<file path="src/hw/rtl/ssdbd_pkg.sv">
`default_nettype none
// ----------------------------------------------------------------------------
// ssdbd_pkg
// Shared types, constants and table builders for the SSD box decoder with
// class confidence gate.
// ----------------------------------------------------------------------------
package ssdbd_pkg;

    // default table depths
    localparam int EXP_TABLE_DEPTH_DEF = 1024;
    localparam int SIG_TABLE_DEPTH_DEF = 1024;

    // field widths
    localparam int CFG_INDEX_W = 3;
    localparam int CFG_DATA_W  = 16;
    localparam int DELTA_W     = 16;
    localparam int PRIOR_W     = 16;
    localparam int CLASS_W     = 8;
    localparam int LOGIT_W     = 16;
    localparam int SIZE_W      = 12;
    localparam int WEIGHT_W    = 16;
    localparam int BOX_W       = 20;
    localparam int SCORE_W     = 16;
    localparam int EXP_W       = 32;

    // internal datapath widths
    localparam int PROD_W   = 32;   // delta times weight
    localparam int CENTER_W = 49;   // center in Q.44
    localparam int HALF_W   = 48;   // exp entry times prior
    localparam int Q44_W    = 57;   // edge in Q.44
    localparam int Q24_W    = 37;   // edge in Q.24

    // register map
    typedef enum logic [CFG_INDEX_W-1:0] {
        CFG_LOGIT_THRESHOLD = 3'd0,
        CFG_NUM_CLASSES     = 3'd1,
        CFG_IMAGE_WIDTH     = 3'd2,
        CFG_IMAGE_HEIGHT    = 3'd3,
        CFG_CENTER_WEIGHT   = 3'd4,
        CFG_SIZE_WEIGHT     = 3'd5
    } cfg_index_t;

    typedef struct packed {
        logic signed [LOGIT_W-1:0] logit_threshold;
        logic [CLASS_W-1:0]        num_classes;
        logic [SIZE_W-1:0]         image_width;
        logic [SIZE_W-1:0]         image_height;
        logic [WEIGHT_W-1:0]       center_weight;
        logic [WEIGHT_W-1:0]       size_weight;
    } cfg_t;

    localparam cfg_t CFG_RESET = '{
        logit_threshold: 16'sd0,
        num_classes:     8'd91,
        image_width:     12'd300,
        image_height:    12'd300,
        center_weight:   16'd6554,
        size_weight:     16'd13107
    };

    // table building, evaluated at elaboration only
    localparam longint ONE_Q30 = longint'(1) << 30;

    typedef struct packed {
        longint mant;
        int     ex;
    } exp_norm_t;

    // signed division truncating toward zero, shift and subtract
    function automatic longint div_trunc(input longint num, input longint den);
        longint unsigned un;
        longint unsigned ud;
        longint unsigned rem;
        longint unsigned quo;
        logic            neg;
        neg = (num < 0) != (den < 0);
        un  = unsigned'((num < 0) ? -num : num);
        ud  = unsigned'((den < 0) ? -den : den);
        rem = '0;
        quo = '0;
        for (int k = 63; k >= 0; k--) begin
            rem = {rem[62:0], un[k]};
            if (rem >= ud) begin
                rem    = rem - ud;
                quo[k] = 1'b1;
            end
        end
        return neg ? -signed'(quo) : signed'(quo);
    endfunction

    // exp(r * 2^squarings) as mantissa in Q.30 times 2^ex
    function automatic exp_norm_t exp_build(input longint r, input int squarings);
        longint    term;
        longint    sum;
        longint    m;
        int        e;
        exp_norm_t res;
        term = ONE_Q30;
        sum  = ONE_Q30;
        e    = 0;
        for (int n = 1; n <= 17; n++) begin
            term = (term * r) / ONE_Q30;
            term = div_trunc(term, longint'(n));
            sum  = sum + term;
        end
        m = sum;
        if (m < (longint'(1) << 30)) begin
            m = m << 1;
            e = e - 1;
        end
        if (m >= (longint'(1) << 31)) begin
            m = (m + 1) >> 1;
            e = e + 1;
        end
        for (int n = 0; n < squarings; n++) begin
            m = (m * m + (longint'(1) << 29)) >> 30;
            e = e * 2;
            if (m >= (longint'(1) << 31)) begin
                m = (m + 1) >> 1;
                e = e + 1;
            end
        end
        res.mant = m;
        res.ex   = e;
        return res;
    endfunction

    // exp table entry, Q12.20 of exp(-8 + 16 idx / depth)
    function automatic logic [EXP_W-1:0] exp_rom_entry(input int idx, input int depth);
        longint    r;
        longint    v;
        exp_norm_t nrm;
        int        sh;
        r   = div_trunc(longint'(idx) * ONE_Q30, longint'(depth)) - ONE_Q30 / 2;
        nrm = exp_build(r, 4);
        sh  = nrm.ex - 10;
        if (sh >= 0) begin
            v = nrm.mant << sh;
        end else if (-sh >= 63) begin
            v = 0;
        end else begin
            v = (nrm.mant + (longint'(1) << (-sh - 1))) >> (-sh);
        end
        return v[EXP_W-1:0];
    endfunction

    // sigmoid table entry, Q0.16 of 1 / (1 + exp(16 - 32 idx / depth))
    function automatic logic [SCORE_W-1:0] sig_rom_entry(input int idx, input int depth);
        longint    r;
        longint    v;
        longint    den;
        longint    s;
        exp_norm_t nrm;
        r   = ONE_Q30 / 2 - div_trunc(longint'(idx) * ONE_Q30, longint'(depth));
        nrm = exp_build(r, 5);
        if (nrm.ex >= 0) begin
            v = nrm.mant << nrm.ex;
        end else if (-nrm.ex >= 63) begin
            v = 0;
        end else begin
            v = nrm.mant >> (-nrm.ex);
        end
        den = ONE_Q30 + v;
        s   = div_trunc((longint'(1) << 46) + (den >>> 1), den);
        if (s > 65535) begin
            s = 65535;
        end
        return s[SCORE_W-1:0];
    endfunction

endpackage
`default_nettype wire

</file>
<file path="src/hw/rtl/ssdbd_pixel.sv">
`default_nettype none
// ----------------------------------------------------------------------------
// ssdbd_pixel
// Two stage scaling of one Q.24 edge to Q15.4 pixels, round half up and
// saturate to the 20 bit range.
// ----------------------------------------------------------------------------
module ssdbd_pixel
    import ssdbd_pkg::*;
(
    input  wire logic                    clk,
    input  wire logic signed [Q24_W-1:0] coord_q24,
    input  wire logic [SIZE_W-1:0]       img_size,
    output logic signed [BOX_W-1:0]      pixel
);

    localparam int PW = Q24_W + SIZE_W + 1;
    localparam int SW = PW + 1 - 20;

    logic signed [PW-1:0]    prod_reg;
    logic signed [PW-1:0]    prod_next;
    logic signed [PW:0]      rnd;
    logic signed [SW-1:0]    shifted;
    logic signed [BOX_W-1:0] pixel_reg;
    logic signed [BOX_W-1:0] pixel_next;

    // edge times image size
    always_comb
    begin
        prod_next = PW'(coord_q24) * PW'($signed({1'b0, img_size}));
    end

    // round half up, floor to Q.4, saturate
    always_comb
    begin
        rnd     = (PW + 1)'(prod_reg) + $signed((PW + 1)'(1 << 19));
        shifted = rnd[PW:20];
        if ((shifted[SW-1:BOX_W-1] == '0) || (shifted[SW-1:BOX_W-1] == '1))
        begin
            pixel_next = shifted[BOX_W-1:0];
        end
        else if (shifted[SW-1])
        begin
            pixel_next = {1'b1, {(BOX_W - 1){1'b0}}};
        end
        else
        begin
            pixel_next = {1'b0, {(BOX_W - 1){1'b1}}};
        end
    end

    // stage registers
    always_ff @(posedge clk)
    begin
        prod_reg  <= prod_next;
        pixel_reg <= pixel_next;
    end

    assign pixel = pixel_reg;

endmodule
`default_nettype wire

</file>
<file path="config.mk">
export PLATFORM = sky130hd
export DESIGN_NAME = ssdbd_pixel
export DESIGN_NICKNAME = d
export VERILOG_FILES = /design/src/hw/rtl/ssdbd_pkg.sv /design/src/hw/rtl/ssdbd_pixel.sv
export SDC_FILE = /design/constraint.sdc
export NUM_CORES = 1
export LEC_CHECK = 0
export ABC_AREA = 1
export BUFFER_PORTS_ARGS = -buffer_cell sky130_fd_sc_hd__buf_2
export CAP_MARGIN = 30
export CORE_UTILIZATION = 30
export DETAILED_ROUTE_END_ITERATION = 10
export GPL_TIMING_DRIVEN = 0
export PLACE_DENSITY = 0.55
export SETUP_SLACK_MARGIN = 0.4
export SYNTH_ARGS = -nofsm -noshare
export SYNTH_HDL_FRONTEND = slang
export SYNTH_SLANG_ARGS = --single-unit
</file>
<file path="constraint.sdc">
create_clock -name clk -period 9.1 [get_ports clk]
set_input_delay 0.455 -clock clk [delete_from_list [all_inputs] [get_ports clk]]
set_output_delay 0.455 -clock clk [all_outputs]
set_load 0.05 [all_outputs]
</file>
==> impl_results.md <==
- Status: completed
- Fin. Hold Viols: 0
- DR iter-0 viols: 887
- # nets final: approximately 3.2k
- R2r setup slk: 6930 ps
- Residual DRC count: 0
- WL final: between 50 and 60 mm
- TritonRoute pass-1 iters: 6
- CTS clk-pin slew, worst paths: ~60 ps
- Root buf cell: clkbuf_16
- Die width: ~250 um
- Post-CTS Hold Fix Bufs: 0
- Clock Skew: around 5 ps
- Critical hold path startpoint: prod_reg[20]
- CP cell instances: clkbuf_1, buf_8, buf_1, buf_8, nand2_1, fa_1, fa_1, inv_1, fa_1, fa_1, inv_1, fa_1, inv_1, ha_1, nand2_1, nor2_1, inv_1, nor4_1, nand2_1, nor3_1, nand2_1, nand3_1, nand2_1
- Die ar.: 62240 um2
- Min Tclk post-route: roughly 6300 ps
- Setup TNS: 0 ps
- Die height: 249.5 um
- Routed vias/inst: around 4.4
- Ys Warns: 0
- Cells on worst reg2reg path: 14
- Global placer's final weighted congestion: 0.9056
- Critical Path AT: between 6000 and 7000 ps
- Worst-path maximum fanout: 8
- Diodes inserted: 0
- Critical path class: in2reg
- Starting Density: between 30% and 40%
- Max Slew Vio Count: 0
- Clock buffer count from CTS: 5
- FF+latch area: ~1000 um2
- FP Rows: 90
- Critical Path Max Stage Delay: around 840 ps
- Filler Cell Count: 6535
- R2r endpoint: pixel[18]
- Worst Tran Pin Value: between 1000 and 1500 ps
- Ys flop type: dfxtp_1
- R2R Path Start: prod_reg[19]
- Post-DP HPWL: roughly 47 mm
- Sequential element share of the synthesized area: 5.557%
- Critical path startpoint category: input pin
- Min-Delay Path Class: reg2reg
- First-pass GRT wire length: ~87 mm
- Gr usage total: between 10% and 20%
- FF+latch count, synth: 51
- Resize count post-CTS: 0
- Max reg flops: 31
- Worst hold endpoint: pixel[0]
- WL/cell: ~16 um
- Area Overhead vs Synth: 8.138%
- Crit path capture type: flop
- Syn avg cell area: ~7.2 um2
- Mapped Cells: between 2k and 3k
- Initial antenna violation count: 2
- Endpoints failing setup: 0
- Vias in the first global route: between 15k and 20k
- Post-CTS Setup Inserts: 0
- Layout cell share with drive strength beyond 1: 4.275%
- Core Area: 60470 um2
- CTS Sinks: 51
- Max Root-Sink Buffers: 2
- CTS tree: yes
- H-tree levels: 2
- Worst path required time: 9270 ps
- Hold path depth: 3
- Syn_nets: about 3k
- ANT nets after route: 0
- Worst path slowest cell: fa_1
- Footprint of the multi-input gates: about 14000 um2
- Top Ports: 70
- Unrepaired setup endpoints after global routing: false
- IO buf count: 57
- Synth unique cells: 42
- Ys async rst share: 0%
- Netlist Area Pre-Place: between 15000 and 20000 um2
- Final worst-path cycle share: a little over two thirds
- EDFF count, synth: 0
- Largest net degree at the start of global routing: 17
- Highest clock rate: approximately 0.16 GHz
- Max-Cap Viols: 0
- Via count: about 15k
- Total grt overflow: 0
- Clk Latency, worst-skew pair: 290 ps
- Slew margin rel.: a little under a third
==> critical path: cells and delay by family <==
kind	cells	cell delay, ps
and+or+nand+nor	9	1200
adders and majority gates	6	3240
buffers and inverters	8	1590
==> synth_stat cells, types with 7 or more instances <==
master / n / share of area [%]
nand3_1: 49 / 1.3
nor3_1: 14 / 0.38
xnor2_1: 10 / 0.48
ha_1: 106 / 7.2
clkbuf_1: 63 / 1.3
fa_1: 387 / 42
nor2_1: 124 / 2.5
inv_1: 781 / 16
nand2_2: 13 / 0.44
nand2_1: 730 / 15
buf_1: 22 / 0.45
dfxtp_1: 51 / 5.6
xor2_1: 33 / 1.6
o21ai_0: 31 / 0.84
o21bai_1: 7 / 0.29
a21oi_1: 57 / 1.6
==> metrics by stage <==
stage                     instance area [um2]  worst slack (ps)  util (%)  hold slack [ps]  instances
after global routing                    19870              2282     32.86            642.9       3402
after CTS                               19850              2688     32.83            605.1       3401
final                                   19870              2771     32.86            593.0       3402
after detailed placement                19710              2368     32.59            579.3       3393
after floorplan                         18370              3844         -            518.9       2549
after global placement                  19640              1826     32.47            590.9       3388
==> cells by family after synthesis <==
kind of cell | count (synthesis) | share of synthesized area (%)
buffers and inverters | 874 | 17.96
adders and majority gates | 493 | 49.38
DFF | 51 | 5.557
and+or+nand+nor | 968 | 21.37
AOI/OAI and AO/OA | 120 | 3.684
xor gates and xnor gates | 43 | 2.050
==> layout by cell type, fill, tap and decap left out, drive strengths merged, types with 33 or more instances in the layout <==
cell / Yosys / routed
a21oi: 57 / 57
buf: 24 / 87
clkbuf: 63 / 69
dfxtp: 51 / 51
fa: 387 / 387
ha: 106 / 106
inv: 786 / 787
nand2: 746 / 746
nand3: 52 / 52
nor2: 137 / 137
xor2: 33 / 33
==> layout make-up <==
class | count | area share, %
inverter | 787 | 14.87
multi-input combinational | 1624 | 70.73
timing repair buffer | 63 | 1.870
clock inverter | 2 | 0.08186
buffer | 87 | 1.738
sequential | 51 | 5.139
clock buffer | 6 | 0.6486
tap | 782 | 4.924
==> routing by layer <==
layer	vias to the layer above	part of all wire, %	GRT usage (%)	wire length, um
met3	63	6.0	2.295	3263
li1	7270	-	-	-
met2	400	46	30.40	24940
met5	-	0.052	0	28
met1	7195	46	24.52	24630
met4	4	2.3	3.598	1221
==> how the worst max path moves through the flow <==
| stage | startpoint | endpoint | slack, ps | cells after the start |
|---|---|---|---|---|
| floorplan | img_size[3] | prod_reg[48] | 3840 | 21 |
| finish | img_size[3] | prod_reg[48] | 2770 | 23 |
| detailed placement | img_size[3] | prod_reg[48] | 2370 | 23 |
| global route | img_size[3] | prod_reg[48] | 2280 | 23 |
| CTS | img_size[3] | prod_reg[48] | 2690 | 23 |
| global placement | img_size[3] | prod_reg[48] | 1830 | 21 |
Power is not shown: default switching activity piles up to over one toggle a cycle in this logic, so the estimate is an artifact.
