===== src/hw/rtl/ssdbd_pkg.sv =====
`default_nettype none
// ----------------------------------------------------------------------------
// ssdbd_pkg
// Shared types, constants and table builders for the SSD box decoder with
// class confidence gate.
// ----------------------------------------------------------------------------
package ssdbd_pkg;

    // default table depths
    localparam int EXP_TABLE_DEPTH_DEF = 1024;
    localparam int SIG_TABLE_DEPTH_DEF = 1024;

    // field widths
    localparam int CFG_INDEX_W = 3;
    localparam int CFG_DATA_W  = 16;
    localparam int DELTA_W     = 16;
    localparam int PRIOR_W     = 16;
    localparam int CLASS_W     = 8;
    localparam int LOGIT_W     = 16;
    localparam int SIZE_W      = 12;
    localparam int WEIGHT_W    = 16;
    localparam int BOX_W       = 20;
    localparam int SCORE_W     = 16;
    localparam int EXP_W       = 32;

    // internal datapath widths
    localparam int PROD_W   = 32;   // delta times weight
    localparam int CENTER_W = 49;   // center in Q.44
    localparam int HALF_W   = 48;   // exp entry times prior
    localparam int Q44_W    = 57;   // edge in Q.44
    localparam int Q24_W    = 37;   // edge in Q.24

    // register map
    typedef enum logic [CFG_INDEX_W-1:0] {
        CFG_LOGIT_THRESHOLD = 3'd0,
        CFG_NUM_CLASSES     = 3'd1,
        CFG_IMAGE_WIDTH     = 3'd2,
        CFG_IMAGE_HEIGHT    = 3'd3,
        CFG_CENTER_WEIGHT   = 3'd4,
        CFG_SIZE_WEIGHT     = 3'd5
    } cfg_index_t;

    typedef struct packed {
        logic signed [LOGIT_W-1:0] logit_threshold;
        logic [CLASS_W-1:0]        num_classes;
        logic [SIZE_W-1:0]         image_width;
        logic [SIZE_W-1:0]         image_height;
        logic [WEIGHT_W-1:0]       center_weight;
        logic [WEIGHT_W-1:0]       size_weight;
    } cfg_t;

    localparam cfg_t CFG_RESET = '{
        logit_threshold: 16'sd0,
        num_classes:     8'd91,
        image_width:     12'd300,
        image_height:    12'd300,
        center_weight:   16'd6554,
        size_weight:     16'd13107
    };

    // table building, evaluated at elaboration only
    localparam longint ONE_Q30 = longint'(1) << 30;

    typedef struct packed {
        longint mant;
        int     ex;
    } exp_norm_t;

    // signed division truncating toward zero, shift and subtract
    function automatic longint div_trunc(input longint num, input longint den);
        longint unsigned un;
        longint unsigned ud;
        longint unsigned rem;
        longint unsigned quo;
        logic            neg;
        neg = (num < 0) != (den < 0);
        un  = unsigned'((num < 0) ? -num : num);
        ud  = unsigned'((den < 0) ? -den : den);
        rem = '0;
        quo = '0;
        for (int k = 63; k >= 0; k--) begin
            rem = {rem[62:0], un[k]};
            if (rem >= ud) begin
                rem    = rem - ud;
                quo[k] = 1'b1;
            end
        end
        return neg ? -signed'(quo) : signed'(quo);
    endfunction

    // exp(r * 2^squarings) as mantissa in Q.30 times 2^ex
    function automatic exp_norm_t exp_build(input longint r, input int squarings);
        longint    term;
        longint    sum;
        longint    m;
        int        e;
        exp_norm_t res;
        term = ONE_Q30;
        sum  = ONE_Q30;
        e    = 0;
        for (int n = 1; n <= 17; n++) begin
            term = (term * r) / ONE_Q30;
            term = div_trunc(term, longint'(n));
            sum  = sum + term;
        end
        m = sum;
        if (m < (longint'(1) << 30)) begin
            m = m << 1;
            e = e - 1;
        end
        if (m >= (longint'(1) << 31)) begin
            m = (m + 1) >> 1;
            e = e + 1;
        end
        for (int n = 0; n < squarings; n++) begin
            m = (m * m + (longint'(1) << 29)) >> 30;
            e = e * 2;
            if (m >= (longint'(1) << 31)) begin
                m = (m + 1) >> 1;
                e = e + 1;
            end
        end
        res.mant = m;
        res.ex   = e;
        return res;
    endfunction

    // exp table entry, Q12.20 of exp(-8 + 16 idx / depth)
    function automatic logic [EXP_W-1:0] exp_rom_entry(input int idx, input int depth);
        longint    r;
        longint    v;
        exp_norm_t nrm;
        int        sh;
        r   = div_trunc(longint'(idx) * ONE_Q30, longint'(depth)) - ONE_Q30 / 2;
        nrm = exp_build(r, 4);
        sh  = nrm.ex - 10;
        if (sh >= 0) begin
            v = nrm.mant << sh;
        end else if (-sh >= 63) begin
            v = 0;
        end else begin
            v = (nrm.mant + (longint'(1) << (-sh - 1))) >> (-sh);
        end
        return v[EXP_W-1:0];
    endfunction

    // sigmoid table entry, Q0.16 of 1 / (1 + exp(16 - 32 idx / depth))
    function automatic logic [SCORE_W-1:0] sig_rom_entry(input int idx, input int depth);
        longint    r;
        longint    v;
        longint    den;
        longint    s;
        exp_norm_t nrm;
        r   = ONE_Q30 / 2 - div_trunc(longint'(idx) * ONE_Q30, longint'(depth));
        nrm = exp_build(r, 5);
        if (nrm.ex >= 0) begin
            v = nrm.mant << nrm.ex;
        end else if (-nrm.ex >= 63) begin
            v = 0;
        end else begin
            v = nrm.mant >> (-nrm.ex);
        end
        den = ONE_Q30 + v;
        s   = div_trunc((longint'(1) << 46) + (den >>> 1), den);
        if (s > 65535) begin
            s = 65535;
        end
        return s[SCORE_W-1:0];
    endfunction

endpackage
`default_nettype wire


===== src/hw/rtl/ssdbd_cfg.sv =====
`default_nettype none
// ----------------------------------------------------------------------------
// ssdbd_cfg
// Configuration register file, written through a plain write port.
// ----------------------------------------------------------------------------
module ssdbd_cfg
    import ssdbd_pkg::*;
(
    input  wire logic                   clk,
    input  wire logic                   rst_n,
    input  wire logic                   cfg_write,
    input  wire logic [CFG_INDEX_W-1:0] cfg_index,
    input  wire logic [CFG_DATA_W-1:0]  cfg_data,
    output cfg_t                        cfg
);

    cfg_t cfg_reg;
    cfg_t cfg_next;

    // register decode, unknown indexes are dropped
    always_comb
    begin
        cfg_next = cfg_reg;
        if (cfg_write)
        begin
            unique case (cfg_index)
                CFG_LOGIT_THRESHOLD: cfg_next.logit_threshold = $signed(cfg_data);
                CFG_NUM_CLASSES:     cfg_next.num_classes     = cfg_data[CLASS_W-1:0];
                CFG_IMAGE_WIDTH:     cfg_next.image_width     = cfg_data[SIZE_W-1:0];
                CFG_IMAGE_HEIGHT:    cfg_next.image_height    = cfg_data[SIZE_W-1:0];
                CFG_CENTER_WEIGHT:   cfg_next.center_weight   = cfg_data[WEIGHT_W-1:0];
                CFG_SIZE_WEIGHT:     cfg_next.size_weight     = cfg_data[WEIGHT_W-1:0];
                default:             cfg_next = cfg_reg;
            endcase
        end
    end

    // register storage
    always_ff @(posedge clk or negedge rst_n)
    begin
        if (!rst_n)
        begin
            cfg_reg <= CFG_RESET;
        end
        else
        begin
            cfg_reg <= cfg_next;
        end
    end

    assign cfg = cfg_reg;

endmodule
`default_nettype wire


===== config.mk =====
export PLATFORM = sky130hd
export DESIGN_NAME = ssdbd_cfg
export DESIGN_NICKNAME = d
export VERILOG_FILES = /design/src/hw/rtl/ssdbd_pkg.sv /design/src/hw/rtl/ssdbd_cfg.sv
export SDC_FILE = /design/constraint.sdc
export NUM_CORES = 1
export LEC_CHECK = 0
export BUFFER_PORTS_ARGS = -buffer_cell sky130_fd_sc_hd__buf_2
export CELL_PAD_IN_SITES_DETAIL_PLACEMENT = 2
export CELL_PAD_IN_SITES_GLOBAL_PLACEMENT = 2
export CORE_ASPECT_RATIO = 2
export CORE_UTILIZATION = 34
export DETAILED_ROUTE_END_ITERATION = 8
export GPL_ROUTABILITY_DRIVEN = 0
export PLACE_DENSITY_LB_ADDON = 0.1
export SLEW_MARGIN = 5
export SYNTH_ARGS = -nofsm -noshare
export SYNTH_HDL_FRONTEND = slang
export SYNTH_SLANG_ARGS = --single-unit

===== constraint.sdc =====
create_clock -name clk -period 0.9 [get_ports clk]
set_input_delay 0.18 -clock clk [delete_from_list [all_inputs] [get_ports clk]]
set_output_delay 0.18 -clock clk [all_outputs]
set_load 0.05 [all_outputs]

==> flow_summary_export.csv, run 1 <==
group,metric,value,unit
sta,final-max-slew-violation-count,0,
power_and_ir_drop,p_int,0.0106,W
detailed_routing,routedWlPerCell,28.9,um
run,maxCapViolCount,0,
clock_network,clk_path_buf_depth,2,
grt,grt_pass1_vias,2547,
sta,tns,-23.54,ns
grt,grtUsageTotal,23.3,%
layout,largest_reg_flops,80,
logic_synthesis,yosysMostFrequentCell,"mux2_2",
logic_synthesis,syn_nets,195,
layout,final_nets,366,
logic_synthesis,synthCells,173,
floorplanning,core-area,0.00871,mm2
sta,skew,0,ns
layout,n_fill_cell,653,
floorplanning,row_count,48,
clock_network,tritoncts,"done",
power_and_ir_drop,share_comb_of_total_power,43.5,%
clock_network,insertion_delay,0.34,ns
detailed_routing,final_antenna_net_count,0,
floorplanning,die_area,0.00942,mm2
layout,drive_gt1_share,89.4,%
detailed_routing,wl,13.0,mm
floorplanning,start_util,35.2,%
detailed_routing,vias,2244,
sta,hold_viol,0,
logic_synthesis,ys.flop_type,"dfrtp_1",
power_and_ir_drop,p_clk_share,24.4,%
detailed_routing,drtIter0Drc,101,
floorplanning,die_h,136,um
worst_setup_path,cp.arrival,1.08,ns
layout,num_antenna_cells,0,
logic_synthesis,yosysUniqueCellTypes,10,
floorplanning,ios,102,
detailed_routing,route.detailed.drc,0,
place,port_buffers,101,
layout,fin_util,64.7,%
logic_synthesis,synth_seq_area_share,66.4,%
logic_synthesis,ys_warn_count,0,
worst_setup_path,cpPeakStageDelay,0.58,ns
worst_setup_path,crit_chain,"buf_8",
logic_synthesis,syn_area,0.00307,mm2
logic_synthesis,syn_avg_cell_area,17.7,um2
clock_network,clk_pin_slew_worst_paths,0.06,ns
worst_setup_path,required,0.72,ns
detailed_routing,dr.pass1.iters,4,
power_and_ir_drop,p_per_area,3020,mW/mm2
power_and_ir_drop,switchingPower,0.00647,W
worst_setup_path,worstPathMaxFanout,2,
power_and_ir_drop,ir_drop,1760,uV
logic_synthesis,synth_area_leaders,"dfrtp_1, mux2_2, dfstp_2, buf_2, nor4b_4",
place,hpwl,6.07,mm
outcome,status,"finished with violations",
clock_network,cts.sinks,80,
grt,grt_overflow_total,0,
sta,rsz0062_at_grt,"true",
sta,max_slew_margin,79.6,%
power_and_ir_drop,p_sw_share,38.0,%
sta,setup_violations,142,
clock_network,root_buffer,"clkbuf_16",
logic_synthesis,ys_async_sr_fraction,100,%
logic_synthesis,ys_ff_latch,80,
min_path,hp-class,"in2reg",
sta,period_share,140,%
grt,antenna_found_initial,0,
layout,syn2layout_area_growth,83.9,%
grt,grt_max_degree,24,
worst_setup_path,crit_path_end_kind,"output port",
power_and_ir_drop,p_seq_share,32.1,%
grt,grt_pass1_wl,16.0,mm
worst_setup_path,slowest_stage,"dfstp_2",
clock_network,numCtsBuffers,9,
detailed_routing,via_per_inst,5.00,
logic_synthesis,synth_edf_count,0,
sta,worst_slew_pin_slew,0.305,ns
power_and_ir_drop,p_leak,2.66,nW
sta,setup_slack,-0.359,ns
logic_synthesis,synth_top_area_cell,"dfrtp_1",
worst_setup_path,cpLargestDelayFamily,"flip-flops",
worst_setup_path,worstSetupPathType,"reg2out",
sta,max_freq,794,MHz
floorplanning,die_width,69.1,um
logic_synthesis,synth_top_area_share,42.4,%
sta,min_period,1.26,ns
worst_setup_path,startpoint_type,"flip-flop",
logic_synthesis,synthTopCellsByCount,"mux2_2, dfrtp_1, dfstp_2, buf_2",
clock_network,cts_max_level,3,
outcome,violations,"negative setup slack",
place,pre_cts_ws,-0.524,ns
worst_setup_path,path_buf_inv,1,
path summary, 6_finish.rpt:
kind,from,end,slack (ns),cells after the start
setup / recovery,cfg[23],cfg[23],-0.36,1
hold / removal,cfg_data[13],cfg[29],0.10,2
setup reg to reg,cfg[18],cfg[18],-0.13,3
hold reg to reg,cfg[6],cfg[6],0.53,1
max in group asynchronous,rst_n,cfg[40],0.09,3
min in group asynchronous,rst_n,cfg[3],0.29,2
kinds of logic (layout without fill, tap and decap cells):
family / count (synthesis) / count (layout) / synth area share [%]
buffers and inverters: 7 / 183 / 1.55
multiplexers: 80 / 80 / 29.4
flip-flops: 80 / 80 / 66.4
AND/OR/NAND/NOR: 6 / 6 / 2.61
cell type report:
type	instances	area [um2]	share of cell area [%]
multi-input combinational	86	1250	22.2
tap	100	125	2.22
clock buffer	12	256	4.55
clock inverter	4	76.3	1.35
timing repair buffer	167	1870	33.1
sequential	80	2060	36.5
repair_timing:
action                                 CTS  global route
pin swaps                                2             3
gates cloned                             1             2
setup buffers                           15            30
resized for setup                      221            29
endpoints found under the hold margin   54             0
hold buffers                             1             0
setup endpoints to repair              142           129
cells in the final DEF (no fill, tap or decap):
master         Yosys  layout
buf_8              0      33
clkbuf_1           0       1
nor4b_4            1       1
mux2_4             0      61
nand4b_4           0       1
clkinv_4           0       1
and4bb_4           0       1
buf_6              2      66
clkbuf_16          0      10
mux2_2            80      19
dfrtp_2            0      18
dlygate4sd3_1      0       1
clkbuf_8           0       2
nor4bb_4           0       2
clkinvlp_4         0       1
dfstp_2           28      28
dfrtp_1           52      34
nand4b_1           1       1
buf_4              0      39
buf_2              5      16
buf_12             0      11
bufinv_16          0       2
through the flow:
| step | hold WS (ns) | power, W | cells | area (um2) |
|---|---|---|---|---|
| global route | 0.101 | 0.0175 | 449 | 5640 |
| detailed placement | 0.0609 | 0.0104 | 393 | 4160 |
| floorplan | -0.116 | 0.00899 | 173 | 3290 |
| CTS | 0.0927 | 0.0163 | 425 | 5340 |
| global placement | 0.0568 | 0.0103 | 393 | 4160 |
| finish | 0.103 | 0.0170 | 449 | 5640 |
power groups by stage:
| stage | Sequential [W] | Combinational [W] | Clock [W] |
|---|---|---|---|
| floorplan | 0.00797 | 0.00102 | 0 |
| global placement | 0.00508 | 0.00522 | 0 |
| detailed placement | 0.00512 | 0.00530 | 0 |
| CTS | 0.00534 | 0.00683 | 0.00414 |
| global route | 0.00555 | 0.00763 | 0.00432 |
| finish | 0.00547 | 0.00740 | 0.00416 |
metal layers:
metal / part of all wire, % / global-route usage [%]
met2: 55 / 41.0
met4: 2.1 / 8.28
met5: 0 / 0
met1: 38 / 28.2
met3: 4.1 / 4.30
No activity file was read; power rests on OpenSTA's default activity.
==> inputs of run 2 (changes only) <==
==> config.mk (replaced) <==
export PLATFORM = sky130hd
export DESIGN_NAME = ssdbd_cfg
export DESIGN_NICKNAME = d
export VERILOG_FILES = /design/src/hw/rtl/ssdbd_pkg.sv /design/src/hw/rtl/ssdbd_cfg.sv
export SDC_FILE = /design/constraint.sdc
export NUM_CORES = 1
export LEC_CHECK = 0
export ABC_AREA = 1
export BUFFER_PORTS_ARGS = -buffer_cell sky130_fd_sc_hd__buf_2
export CORE_ASPECT_RATIO = 2
export CORE_UTILIZATION = 50
export CTS_CLUSTER_SIZE = 28
export DETAILED_ROUTE_END_ITERATION = 8
export GPL_ROUTABILITY_DRIVEN = 0
export PLACE_DENSITY = 0.78
export SLEW_MARGIN = 5
export SYNTH_ARGS = -nofsm -noshare
export SYNTH_HDL_FRONTEND = slang
export SYNTH_SLANG_ARGS = --single-unit
==> run 2 against run 1 <==
The run still ends with negative setup slack left. Sequential share of layout area is 2.9 points higher. Global-route usage grew 8.6 points. Critical path depth unchanged. Power down 16%. Clock skew stayed put. Sequential power decreased by 6.8%. Critical path type unchanged. Critical endpoint is now cfg[47].
==> flow_summary_export.csv, run 2 <==
group,metric,value,unit
worst_setup_path,r2r_slack,-0.03,ns
power_and_ir_drop,power,0.0143,W
floorplanning,die_h,116,um
min_path,hold_depth,3,
layout,num_antenna_cells,0,
logic_synthesis,synth_top_area_share,40.2,%
sta,min_period,1.25,ns
grt,grtUsageTotal,31.9,%
clock_network,insertion_delay,0.34,ns
logic_synthesis,synthTopCellsByCount,"nand2_1, dfrtp_1, nand3_1, dfstp_2, buf_4",
grt,grt_max_degree,50,
layout,drive_gt1_share,41.6,%
worst_setup_path,crit_chain,"buf_8",
min_path,hp-class,"in2reg",
detailed_routing,vias,3170,
grt,grt_overflow_total,0,
logic_synthesis,synthCells,358,
clock_network,clk_path_buf_depth,2,
place,pre_cts_ws,-0.305,ns
worst_setup_path,cpLargestDelayFamily,"flip-flops",
floorplanning,core-area,0.00626,mm2
layout,syn2layout_area_growth,59.3,%
layout,largest_reg_flops,80,
clock_network,tritoncts,"done",
sta,hold_viol,0,
logic_synthesis,ys_async_sr_fraction,100,%
floorplanning,row_count,41,
floorplanning,die_area,0.00682,mm2
sta,setup_slack,-0.351,ns
worst_setup_path,worstSetupPathType,"reg2out",
worst_setup_path,regToRegStartpoint,"cfg[60]",
clock_network,cts_max_level,3,
grt,grt_pass1_wl,15.5,mm
detailed_routing,routedWlPerCell,17.5,um
worst_setup_path,path_buf_inv,1,
logic_synthesis,yosysMostFrequentCell,"nand2_1",
worst_setup_path,crit_path_end_kind,"output port",
place,port_buffers,101,
detailed_routing,via_per_inst,5.20,
grt,grt_pass1_vias,3216,
clock_network,root_buffer,"clkbuf_16",
worst_setup_path,crit_cells,1,
place,hpwl,6.17,mm
layout,final_nets,541,
power_and_ir_drop,ir_drop,1590,uV
clock_network,cts.sinks,80,
logic_synthesis,yosysUniqueCellTypes,15,
worst_setup_path,slowest_stage,"dfstp_2",
sta,max_freq,799,MHz
logic_synthesis,ys_warn_count,0,
worst_setup_path,cp.arrival,1.07,ns
worst_setup_path,r2r_cells,4,
clock_network,clk_pin_slew_worst_paths,0.06,ns
logic_synthesis,synth_top_area_cell,"dfrtp_1",
sta,max_slew_margin,76.6,%
layout,final_common_cell,"nand2_1",
place,dp_cells,550,
power_and_ir_drop,p_leak,2.78,nW
layout,fin_util,82.4,%
detailed_routing,final_antenna_net_count,0,
outcome,violations,"negative setup slack",
sta,worst_slew_pin_slew,0.350,ns
worst_setup_path,worstPathMaxFanout,2,
logic_synthesis,ys.flop_type,"dfrtp_1",
logic_synthesis,syn_nets,380,
layout,instances_no_fill,610,
floorplanning,die_width,58.9,um
run,maxCapViolCount,0,
logic_synthesis,synth_seq_area_share,62.9,%
sta,rsz0062_at_grt,"true",
floorplanning,ios,102,
detailed_routing,wl,10.6,mm
logic_synthesis,syn_avg_cell_area,9.04,um2
worst_setup_path,startpoint_type,"flip-flop",
sta,final-max-slew-violation-count,0,
sta,setup_violations,83,
layout,final_cell_mix,"nand2_1, buf_4, nand3_1, dfrtp_1, buf_6",
detailed_routing,drtIter0Drc,227,
worst_setup_path,cpPeakStageDelay,0.58,ns
sta,period_share,139,%
min_path,hold-path-endpoint,"cfg[15]",
clock_network,numCtsBuffers,9,
worst_setup_path,rr_endpoint,"cfg[60]",
detailed_routing,dr.pass1.iters,5,
outcome,status,"finished with violations",
worst_setup_path,required,0.72,ns
min_path,hp-start,"cfg_data[15]",
detailed_routing,route.detailed.drc,0,
grt,antenna_found_initial,0,
sta,skew,0,ns
logic_synthesis,synth_area_leaders,"dfrtp_1, dfstp_2, nand2_1, nand3_1, buf_4",
power_and_ir_drop,p_per_area,2770,mW/mm2
logic_synthesis,ys_ff_latch,80,
floorplanning,start_util,51.7,%
logic_synthesis,synth_edf_count,0,
logic_synthesis,syn_area,0.00324,mm2
[run 2: cell count changes after synthesis, moves of 3 or more]
cell,delta
nand2_1,+193
nand3_1,+52
mux2_2,-80
inv_1,+3
nand2_2,+5
inv_2,+3
nor2_2,+3
buf_4,+7
[run 2: worst max-delay path by stage]
stage	from	to	slack, ns
after floorplan	cfg_write	cfg[44]	0.02
after global placement	cfg_index[2]	cfg[72]	-0.21
after detailed placement	cfg_write	cfg[66]	-0.31
after CTS	cfg[47]	cfg[47]	-0.36
after global routing	cfg[47]	cfg[47]	-0.36
final	cfg[47]	cfg[47]	-0.35
[run 2: through the flow]
stage	TNS [ns]	hold WS, ns	cell area, um2
4_1_cts	-18.07	0.0652	4940
6_report	-18.26	0.0900	5160
3_5_place_dp	-18.01	0.154	3940
2_1_floorplan	0	-0.116	3250
3_3_place_gp	-14.44	0.156	3940
5_1_grt	-19.66	0.106	5160
[run 2: where the power goes]
| part | leakage (nW) | switching, W | total (W) | internal, W |
|---|---|---|---|---|
| clock network | 0.128 | 0.00137 | 0.00331 | 0.00194 |
| registers | 0.947 | 0.000634 | 0.00510 | 0.00446 |
| logic | 1.70 | 0.00359 | 0.00588 | 0.00229 |
[run 2: layout make-up]
type / instances / area (um2)
Sequential cell: 80 / 2040
Fill cell: 365 / 1100
Timing Repair Buffer: 166 / 1640
Clock buffer: 15 / 258
Multi-Input combinational cell: 256 / 1090
Tap cell: 86 / 108
Clock inverter: 1 / 5.00
Inverter: 6 / 22.5
[run 2: routing by layer]
metal	global-route usage (%)	vias to the layer above	wire length, um	share of wire [%]
li1	-	1438	-	-
met1	34.9	1527	3660	34
met2	53.2	165	5810	55
met3	5.25	40	581	5.5
met4	24.9	0	590	5.5
met5	0	-	0	0
[run 2: cell families (layout without fill, tap and decap cells)]
kind of cell  Yosys count  in the layout  share of synthesized area (%)
buf+inv                22            188                           4.06
simple gates          256            256                           33.0
flops                  80             80                           62.9
[run 2: repair_timing]
item	in CTS	in global routing
pin swaps	0	1
cloned	0	0
setup endpoints to repair	80	101
resized for setup	187	4
buffers inserted	17	26
endpoints found under the hold margin	52	0
hold buffers	1	0
==> inputs of run 3 (changes only) <==
--- a/config.mk
+++ b/config.mk
@@ -5,14 +5,13 @@
 export SDC_FILE = /design/constraint.sdc
 export NUM_CORES = 1
 export LEC_CHECK = 0
-export ABC_AREA = 1
 export BUFFER_PORTS_ARGS = -buffer_cell sky130_fd_sc_hd__buf_2
 export CORE_ASPECT_RATIO = 2
 export CORE_UTILIZATION = 50
 export CTS_CLUSTER_SIZE = 28
 export DETAILED_ROUTE_END_ITERATION = 8
 export GPL_ROUTABILITY_DRIVEN = 0
-export PLACE_DENSITY = 0.78
+export PLACE_DENSITY = 0.79
 export SLEW_MARGIN = 5
 export SYNTH_ARGS = -nofsm -noshare
 export SYNTH_HDL_FRONTEND = slang
==> run 3 against run 2 <==
The run ends with design-rule violations, negative setup slack left. Global-route usage rose by 1.7 points. Critical path depth did not move. Cell count fell by 31%. Combinational power rose by 30%. Sequential power rose by 7.6%. Wire length rose by 15%. Non-clock buffer count rose by 11. Count of clock-buffer cells in the layout fell by 2. Design area rose by 9.6%. Fmax fell by 0.69%. Die area fell by 5.2%. Largest power group unchanged.
==> flow_summary_export.csv, run 3 (synthesis results as in run 1) <==
group,metric,value,unit
grt,grt_pass1_wl,15.2,mm
floorplanning,start_util,51.5,%
run,maxCapViolCount,0,
clock_network,cts_max_level,3,
worst_setup_path,slowest_stage,"dfstp_2",
power_and_ir_drop,p_sw_share,38.4,%
sta,max_slew_margin,79.5,%
grt,antenna_found_initial,0,
min_path,hp-class,"in2reg",
worst_setup_path,crit_chain,"buf_8",
layout,instances_no_fill,422,
grt,grt_pass1_vias,2484,
worst_setup_path,crit_path_end_kind,"output port",
sta,setup_slack,-0.360,ns
power_and_ir_drop,p_per_area,3000,mW/mm2
detailed_routing,wl_met3,581,um
grt,grt_max_degree,22,
detailed_routing,final_antenna_net_count,0,
detailed_routing,vias,2416,
worst_setup_path,path_buf_inv,1,
layout,largest_reg_flops,80,
detailed_routing,routedWlPerCell,29.0,um
floorplanning,die_width,57.4,um
place,placed_area,0.00405,mm2
detailed_routing,route.detailed.drc,6,
floorplanning,core-area,0.00596,mm2
place,dp_cells,344,
sta,hold_viol,0,
floorplanning,ios,102,
power_and_ir_drop,ir_drop,2310,uV
layout,syn2layout_area_growth,84.5,%
sta,skew,0,ns
worst_setup_path,cpLargestDelayFamily,"flip-flops",
clock_network,tritoncts,"done",
detailed_routing,topRoutingLayerUsed,"met4",
floorplanning,die_h,113,um
detailed_routing,dr.pass1.iters,7,
layout,final_nets,376,
layout,num_antenna_cells,0,
place,port_buffers,101,
floorplanning,die_area,0.00647,mm2
clock_network,clk_pin_slew_worst_paths,0.06,ns
power_and_ir_drop,p_seq_share,32.4,%
layout,final_common_cell,"mux2_4",
layout,drive_gt1_share,89.4,%
sta,rsz0062_at_grt,"true",
worst_setup_path,cpPeakStageDelay,0.58,ns
sta,tns,-25.32,ns
outcome,status,"finished with violations",
grt,grt_overflow_total,0,
detailed_routing,wl,12.2,mm
sta,final-max-slew-violation-count,0,
worst_setup_path,worstSetupPathType,"reg2out",
sta,setup_violations,138,
clock_network,insertion_delay,0.34,ns
sta,max_freq,794,MHz
detailed_routing,via_per_inst,5.73,
worst_setup_path,required,0.72,ns
detailed_routing,wl_met1,4.21,mm
outcome,violations,"design-rule violations, negative setup slack",
power_and_ir_drop,p_leak,2.71,nW
worst_setup_path,worstPathMaxFanout,2,
sta,worst_slew_pin_slew,0.307,ns
clock_network,cts.sinks,80,
power_and_ir_drop,p_clk_share,22.5,%
power_and_ir_drop,p_int,0.0104,W
worst_setup_path,startpoint_type,"flip-flop",
sta,period_share,140,%
detailed_routing,drtIter0Drc,184,
power_and_ir_drop,share_comb_of_total_power,45.1,%
detailed_routing,dr_wl_met2,6.82,mm
clock_network,root_buffer,"clkbuf_16",
layout,fin_area,0.00566,mm2
sta,min_period,1.26,ns
worst_setup_path,cp.arrival,1.08,ns
power_and_ir_drop,switchingPower,0.00651,W
floorplanning,row_count,40,
place,hpwl,4.70,mm
clock_network,numCtsBuffers,9,
power_and_ir_drop,power,0.0169,W
layout,final_cell_mix,"mux2_4, buf_6, buf_4, dfrtp_1, buf_8",
grt,grtUsageTotal,33.6,%
clock_network,clk_path_buf_depth,2,
==> run 3: changes by cell type in the layout (fill, tap and decap cells not counted), sizes merged, moves of 2 or more <==
cell    previous run  this run
inv                6         0
nand2            198         0
buf              165       172
mux2               0        80
nand3             52         0
nor4bb             0         2
nand4b             0         2
nor2               6         0
clkbuf            15        17
==> run 3: layout make-up <==
type | instances | area (um2)
Clock buffer | 13 | 260
Clock inverter | 3 | 40.0
Fill cell | 119 | 300
Multi-Input combinational cell | 86 | 1260
Sequential cell | 80 | 2060
Tap cell | 63 | 78.8
Timing Repair Buffer | 177 | 1960
==> run 3: per-layer routing <==
layer | global-route usage, % | vias up
met5 | 0 | -
met4 | 14.3 | 0
met3 | 7.54 | 40
met2 | 58.4 | 108
met1 | 38.7 | 1291
li1 | - | 977
==> run 3: path summary, 6_finish.rpt <==
| kind | startpoint | end | slack, ns | cells past startpoint |
|---|---|---|---|---|
| min in group asynchronous | rst_n | cfg[2] | 0.26 | 2 |
| max | cfg[57] | cfg[57] | -0.36 | 1 |
| max in group asynchronous | rst_n | cfg[35] | 0.14 | 3 |
| min | cfg_data[15] | cfg[15] | 0.13 | 2 |
| max reg2reg | cfg[58] | cfg[58] | -0.17 | 3 |
| min reg2reg | cfg[44] | cfg[44] | 0.54 | 1 |
==> run 3: per-stage QoR <==
step                utilization, %  hold WS, ns  setup slack (ns)
floorplan                        -       -0.116            -0.365
global placement              68.0       0.0615            -0.455
detailed placement            68.0       0.0583            -0.488
CTS                           90.7       0.0890            -0.336
global route                  95.0        0.121            -0.367
finish                        95.0        0.126            -0.360
==> run 3: power by group through the flow <==
stage | clock, W | sequential, W | combinational, W
floorplan | 0 | 0.00797 | 0.00102
global placement | 0 | 0.00507 | 0.00510
detailed placement | 0 | 0.00510 | 0.00517
CTS | 0.00372 | 0.00530 | 0.00688
global route | 0.00395 | 0.00552 | 0.00781
finish | 0.00381 | 0.00549 | 0.00765
==> run 3: timing repair <==
action	CTS	global route
setup buffers	29	32
hold buffers	1	0
pin swaps	3	2
resized for setup	224	15
endpoints found under the hold margin	56	0
cloned	3	1
endpoints found under the setup margin	132	140
